===== src/rtl/hufenc_ram.sv =====
`default_nettype none

module hufenc_ram #(
	parameter int WIDTH = 8,
	parameter int DEPTH = 256
) (
	input  wire logic                                   clk,
	input  wire logic                                   we,
	input  wire logic [((DEPTH > 1) ? $clog2(DEPTH) : 1)-1:0] waddr,
	input  wire logic [WIDTH-1:0]                       wdata,
	input  wire logic                                   re,
	input  wire logic [((DEPTH > 1) ? $clog2(DEPTH) : 1)-1:0] raddr,
	output logic      [WIDTH-1:0]                       rdata
);

	logic [WIDTH-1:0] mem_q [DEPTH];

	always_ff @(posedge clk) begin
		if (we) begin
			mem_q[waddr] <= wdata;
		end
		if (re) begin
			rdata <= mem_q[raddr];
		end
	end

endmodule

`default_nettype wire


===== config.mk =====
export PLATFORM = sky130hd
export DESIGN_NAME = hufenc_ram
export DESIGN_NICKNAME = d
export VERILOG_FILES = /design/src/rtl/hufenc_ram.sv
export SDC_FILE = /design/constraint.sdc
export NUM_CORES = 2
export LEC_CHECK = 0
export ABC_CLOCK_PERIOD_IN_PS = 2500
export BUFFER_PORTS_ARGS = -buffer_cell sky130_fd_sc_hd__buf_2
export CELL_PAD_IN_SITES_DETAIL_PLACEMENT = 0
export CELL_PAD_IN_SITES_GLOBAL_PLACEMENT = 2
export CORE_MARGIN = 2
export CORE_UTILIZATION = 40
export CTS_CLUSTER_SIZE = 30
export DETAILED_ROUTE_END_ITERATION = 10
export PLACE_DENSITY_LB_ADDON = 0.1
export SLEW_MARGIN = 20
export SYNTH_ARGS = -nofsm -noshare
export SYNTH_HDL_FRONTEND = slang
export SYNTH_SLANG_ARGS = --single-unit
export TNS_END_PERCENT = 30

===== constraint.sdc =====
create_clock -name clk -period 2.5 [get_ports clk]
set_clock_uncertainty 0.15 [all_clocks]
set_input_delay 0.5 -clock clk [delete_from_list [all_inputs] [get_ports clk]]
set_output_delay 0.5 -clock clk [all_outputs]
set_load 0.005 [all_outputs]

# After elaboration in Yosys (flattened, before gate mapping)
# Memory sizes are Yosys's and may differ from the RTL's. A register that Yosys moved wholly into a read port is not among the register bits.
# Index checks and enable logic that the tools add are counted.
[op_classes]
muxes = 2
[op_table]
columns = ["cell", "count"]
rows = [
  ["1-bit 2-to-1 mux", 2],
]
[totals]
word_cells = 3
memories = 1
inputBits = 27
ff_bits = 0
ram_bits = 2048
[memory_table]
columns = ["name", "words", "width", "read_ports", "rd_ports_with_merged_regs", "wr", "line_no", "text"]
rows = [
  ["mem_q", 256, 8, 1, 1, 1, "16", "logic [WIDTH-1:0] mem_q [DEPTH];"],
]

# Longest topological paths before layout
[depth]
ltp_word = 2
mapped_depth = 11

# Least setup slack after synthesis
# Ideal clock, no wire load.
[synth_timing]
path_type = "in2reg"
start = "input raddr[0] in the netlist's numbering"
end = "register rdata[2] (read register of mem_q) (data pin)"
n_path_buf = 4
stages = 9
arrival_ps = 2307
setup_time_ps = 269
required_time_ps = 2081
path_slack_ps = -226
path_cell_list = "buf_6 buf_12 buf_8 buf_2 mux4_2 a22oi_1 a21oi_1 nor4_1 nor4_2"
[synth_rtl]
columns = ["element", "line_no", "text"]
rows = [
  ["from (decl)", "12", "input wire logic [((DEPTH > 1) ? $clog2(DEPTH) : 1)-1:0] raddr,"],
  ["to (decl)", "13", "output logic [WIDTH-1:0] rdata"],
]

==> results <==
- The critical path capture point type is a register.
- The critical path goes through buf_4, buf_4, buf_4, nor2b_4, buf_12, buf_4, a22oi_1, a21oi_1, nor4_4, buf_4, nor4_2.
- The switching part of the total power is ~22%.
- The clock network accounts for between 40% and 50% of the total power.
- Input and output buffers added on the ports amount to 34.
- The setup violation total in the final timing report is 2.
- The worst hold path belongs to the class in -> reg.
- The leading cell type in the layout, fill and taps excluded is sky130_fd_sc_hd__edfxtp_1.
- Entering global routing, the biggest net connects 89 pins.
- The final wirelength is 227,000 microns.
- The synthesized area divided by synthesized cell count is roughly 21 sq um.
- The number of sinks driven by the clock tree is 2,056.
- The initial core utilization is 40.3%.
- The hold violation count in the final report is 0.
- For the worst setup path, the data arrival time is 3140 ps.
- Cells fill between 40% and 50% of the core in the end.
- The clock tree from TritonCTS is done.
- The row count is 163.
- The post-CTS setup buffer count is 0.
- After detailed routing, the number of remaining DRC violations is 0.
- The post-route clock period utilization is 105%.
- The sequential area share after synthesis is between 70% and 80%.
- After clock tree synthesis, the clock-pin slew on the worst setup and hold paths is around 60 ps.
- The internal portion of total power is 57,400 uW.
- The floorplan step defined a die boundary enclosing 203,000 sq um.
- Power comes to 73,400 uW.
- In the final design database the tool counted approximately 4.5k nets.
- The startpoint class of the critical path is an input port.
- The die boundary height is 450 microns.
- Routability-driven placement finished with a final weighted congestion of 0.844.
- The most used flip-flop cell after synthesis is sky130_fd_sc_hd__edfxtp_1.
- Synthesis instantiated 54 different standard cells from the library.
- The total clock buffers created by CTS is 212.
- The wire length of the first global-routing pass is roughly 320,000 microns.
- The post-route setup TNS is -204 ps.
- After global routing the overflow that remains totals 0.
- The largest individual stage delay along the critical path comes from the cell sky130_fd_sc_hd__a21oi_1.
- The number of antenna-violating nets in the routed design is 0.
- The net switching component of the power is 16,000 uW.
- The clock reaches the later pin of the worst-skew pair after 880 ps.
- The normalized max-slew margin is 32.5%.
- After detailed routing, the number of vias per cell comes to approximately 5.6.
- The maximum fanout along the worst path is 9.
- The flip-flop and latch count after synthesis is a little over 2k.
- Power spread over the standard cell area amounts to between 700 and 800 nW/um^2.
- Once placement completed, the tool counted placed cells totaling 6,898.
- The netlist area before placement is 79,600 sq um.
- The final reports fail on setup timing.
- The tree is rooted in a sky130_fd_sc_hd__clkbuf_16.
- In the final layout, the share of cells above drive strength 1 is about a third.
- Combinational logic burns 5.8% of the power.
- In the final routed layout, each cell accounts on average for around 31 microns.
- The start point of the worst hold path is wdata[3].
- Data on the critical path is required at its endpoint by 3010 ps.
- The sum of net half-perimeters after detailed placement is 153,000 microns.
- The routed via count is roughly 40k.
- The Yosys step of the flow raised 0 warnings.
- The number of enable flip-flop cells after synthesis is 2,056.
- The worst register-to-register path begins at mem_q[142][1].
- The portion of total power attributed to sequential cells is 51.9%.
- The share of synthesized registers carrying an async set or reset is 0%.
- The type of the setup path with the least slack is in -> reg.
- The global-route total usage across every layer is about 22%.
- The launching instance or port of the critical path is raddr[2].
- The relative area change from synthesis to final layout is 20.3%.
- The number of nets produced by synthesis is 3,760.
- Synthesis produced a netlist whose cell count is between 3k and 4k.
- 35 I/O pins were placed.
- After the first detailed-routing iteration, the DRC count stood at 4,134.
- The run finished, with violations left.
- The horizontal die dimension is between 400 and 500 microns.
- After layout, the worst setup slack is -128 ps.
- The initial antenna violation count is 13.
- For the finished layout, the period the worst path requires is 2630 ps.
- The via count of the first global-routing pass is approximately 42k.
- The H-tree depth is 4.
- The largest single stage delay on the critical path is 660 ps.
- The count of placed standard cells in the final layout, fillers left out is between 7k and 8k.
- The first detailed-routing pass took 5 iterations.
- The clock passes through at most 3 buffers.
- The tool flagged a number of max-cap violations equal to 0.
- The final-report max-slew violation count is 0.
- The core region is approximately 200,000 sq um.
- The top cell types in the final layout, fill and taps aside, are sky130_fd_sc_hd__edfxtp_1 (2,056), sky130_fd_sc_hd__buf_4 (619), sky130_fd_sc_hd__mux4_2 (454).
- The worst vdd rail ir drop is 0.775 mV.
- Static timing analysis puts the maximum clock frequency at 381 MHz.
- Setup repair after global routing could not meet its margin everywhere.
- The leakage power is 0.0310 uW.
- By instance count, the cell type seen most on the critical path is sky130_fd_sc_hd__buf_4.
- Hold is met by about 70 ps.
- At the pin with the least slew margin, the transition time is between 1000 and 1500 ps.
## logic make-up (layout without fill, tap and decap cells)
group                  count (synthesis)  in the layout  synth area share [%]
DFF                                 2056           2056                  77.5
muxes                                591            591                  14.6
and+or+nand+nor                      466            466                  2.63
AOI/OAI and AO/OA                    385            385                  3.42
buffers and inverters                235           1154                  1.83
other                                  0             16                     0
## cell type report
class | count | area (sq um)
Antenna cell | 16 | 40.0
Clock buffer | 260 | 5490
Clock inverter | 131 | 1360
Fill cell | 16000 | 102000
Inverter | 2 | 7.51
Multi-Input combinational cell | 1442 | 16900
Sequential cell | 2056 | 61700
Tap cell | 2640 | 3300
Timing Repair Buffer | 761 | 7020
## routing by layer
metal	track usage, %	routed length (microns)	vias to the layer above
met3	2.88	11500	257
met1	31.8	98300	22300
met4	5.79	5620	0
met5	0	0	-
li1	-	-	17200
met2	36.7	111000	1228
## worst paths after layout
check / depth (start not counted) / slack, ps / endpoint
min reg2reg: 6 / 1140 / rdata[0]
max: 11 / -130 / rdata[1]
min: 1 / 70 / mem_q[148][3]
max reg2reg: 7 / -100 / rdata[1]
## cells in the mapped netlist, types with 2 or more instances
cell type / number / area (sq um)
sky130_fd_sc_hd__edfxtp_1: 2056 / 61700
sky130_fd_sc_hd__nand4_1: 10 / 62.6
sky130_fd_sc_hd__o21ai_0: 10 / 50.1
sky130_fd_sc_hd__o221ai_1: 46 / 403
sky130_fd_sc_hd__or2_2: 4 / 25.0
sky130_fd_sc_hd__a22oi_1: 133 / 998
sky130_fd_sc_hd__and2_1: 6 / 37.5
sky130_fd_sc_hd__a22o_1: 8 / 70.1
sky130_fd_sc_hd__buf_12: 8 / 160
sky130_fd_sc_hd__o21ai_1: 2 / 10.0
sky130_fd_sc_hd__buf_8: 13 / 195
sky130_fd_sc_hd__a2111oi_0: 2 / 17.5
sky130_fd_sc_hd__o22ai_1: 28 / 175
sky130_fd_sc_hd__a21oi_1: 96 / 480
sky130_fd_sc_hd__a221oi_1: 13 / 114
sky130_fd_sc_hd__clkbuf_1: 111 / 417
sky130_fd_sc_hd__nor3_1: 22 / 110
sky130_fd_sc_hd__mux4_1: 2 / 52.6
sky130_fd_sc_hd__nand2_1: 33 / 124
sky130_fd_sc_hd__o32ai_1: 4 / 35.0
sky130_fd_sc_hd__nor4_1: 24 / 150
sky130_fd_sc_hd__mux2i_1: 134 / 1340
sky130_fd_sc_hd__buf_4: 27 / 203
sky130_fd_sc_hd__buf_1: 22 / 82.6
sky130_fd_sc_hd__buf_2: 31 / 155
sky130_fd_sc_hd__and3b_1: 2 / 17.5
sky130_fd_sc_hd__o211ai_1: 10 / 75.1
sky130_fd_sc_hd__a211oi_1: 16 / 120
sky130_fd_sc_hd__mux4_2: 454 / 10200
sky130_fd_sc_hd__a31oi_1: 2 / 12.5
sky130_fd_sc_hd__nand2b_1: 8 / 50.1
sky130_fd_sc_hd__buf_6: 21 / 236
sky130_fd_sc_hd__a2111oi_1: 2 / 20.0
sky130_fd_sc_hd__nor4_2: 3 / 37.5
sky130_fd_sc_hd__o22a_1: 5 / 43.8
sky130_fd_sc_hd__nand3_1: 34 / 170
sky130_fd_sc_hd__a311oi_1: 2 / 17.5
sky130_fd_sc_hd__nor2_1: 282 / 1060
sky130_fd_sc_hd__nand3b_1: 2 / 15.0
sky130_fd_sc_hd__nor2b_1: 31 / 194
## power groups by stage
stage	registers, uW	logic [uW]	clock network, uW
5_1_grt	38100	4510	33000
6_report	38100	4260	31000
3_3_place_gp	38800	4170	0
3_5_place_dp	38800	4230	0
4_1_cts	38100	4290	31700
2_1_floorplan	38800	1900	0
## critical path, delay by kind of cell
kind	cells	cell delay, ps
compound gates	2	750
buf+inv	6	1200
simple gates	3	650
## per-stage QoR
stage / worst slack [ps] / area [sq um]
CTS: -153 / 95600
finish: -128 / 95800
global placement: -1560 / 88500
floorplan: -107 / 79900
detailed placement: -1470 / 88500
global route: -132 / 95800
## sequential cells by signal, summed over array words and instances (netlist names)
register,count
rdata,8
mem_q,2048
## timing repair
action	in CTS	in global routing
endpoints found under the setup margin	8	8
endpoints found under the hold margin	159	0
cloned	0	0
gates resized for setup	35	40
hold buffers	7	0
pin swaps	10	15
Power figures use the tool's default switching activity.
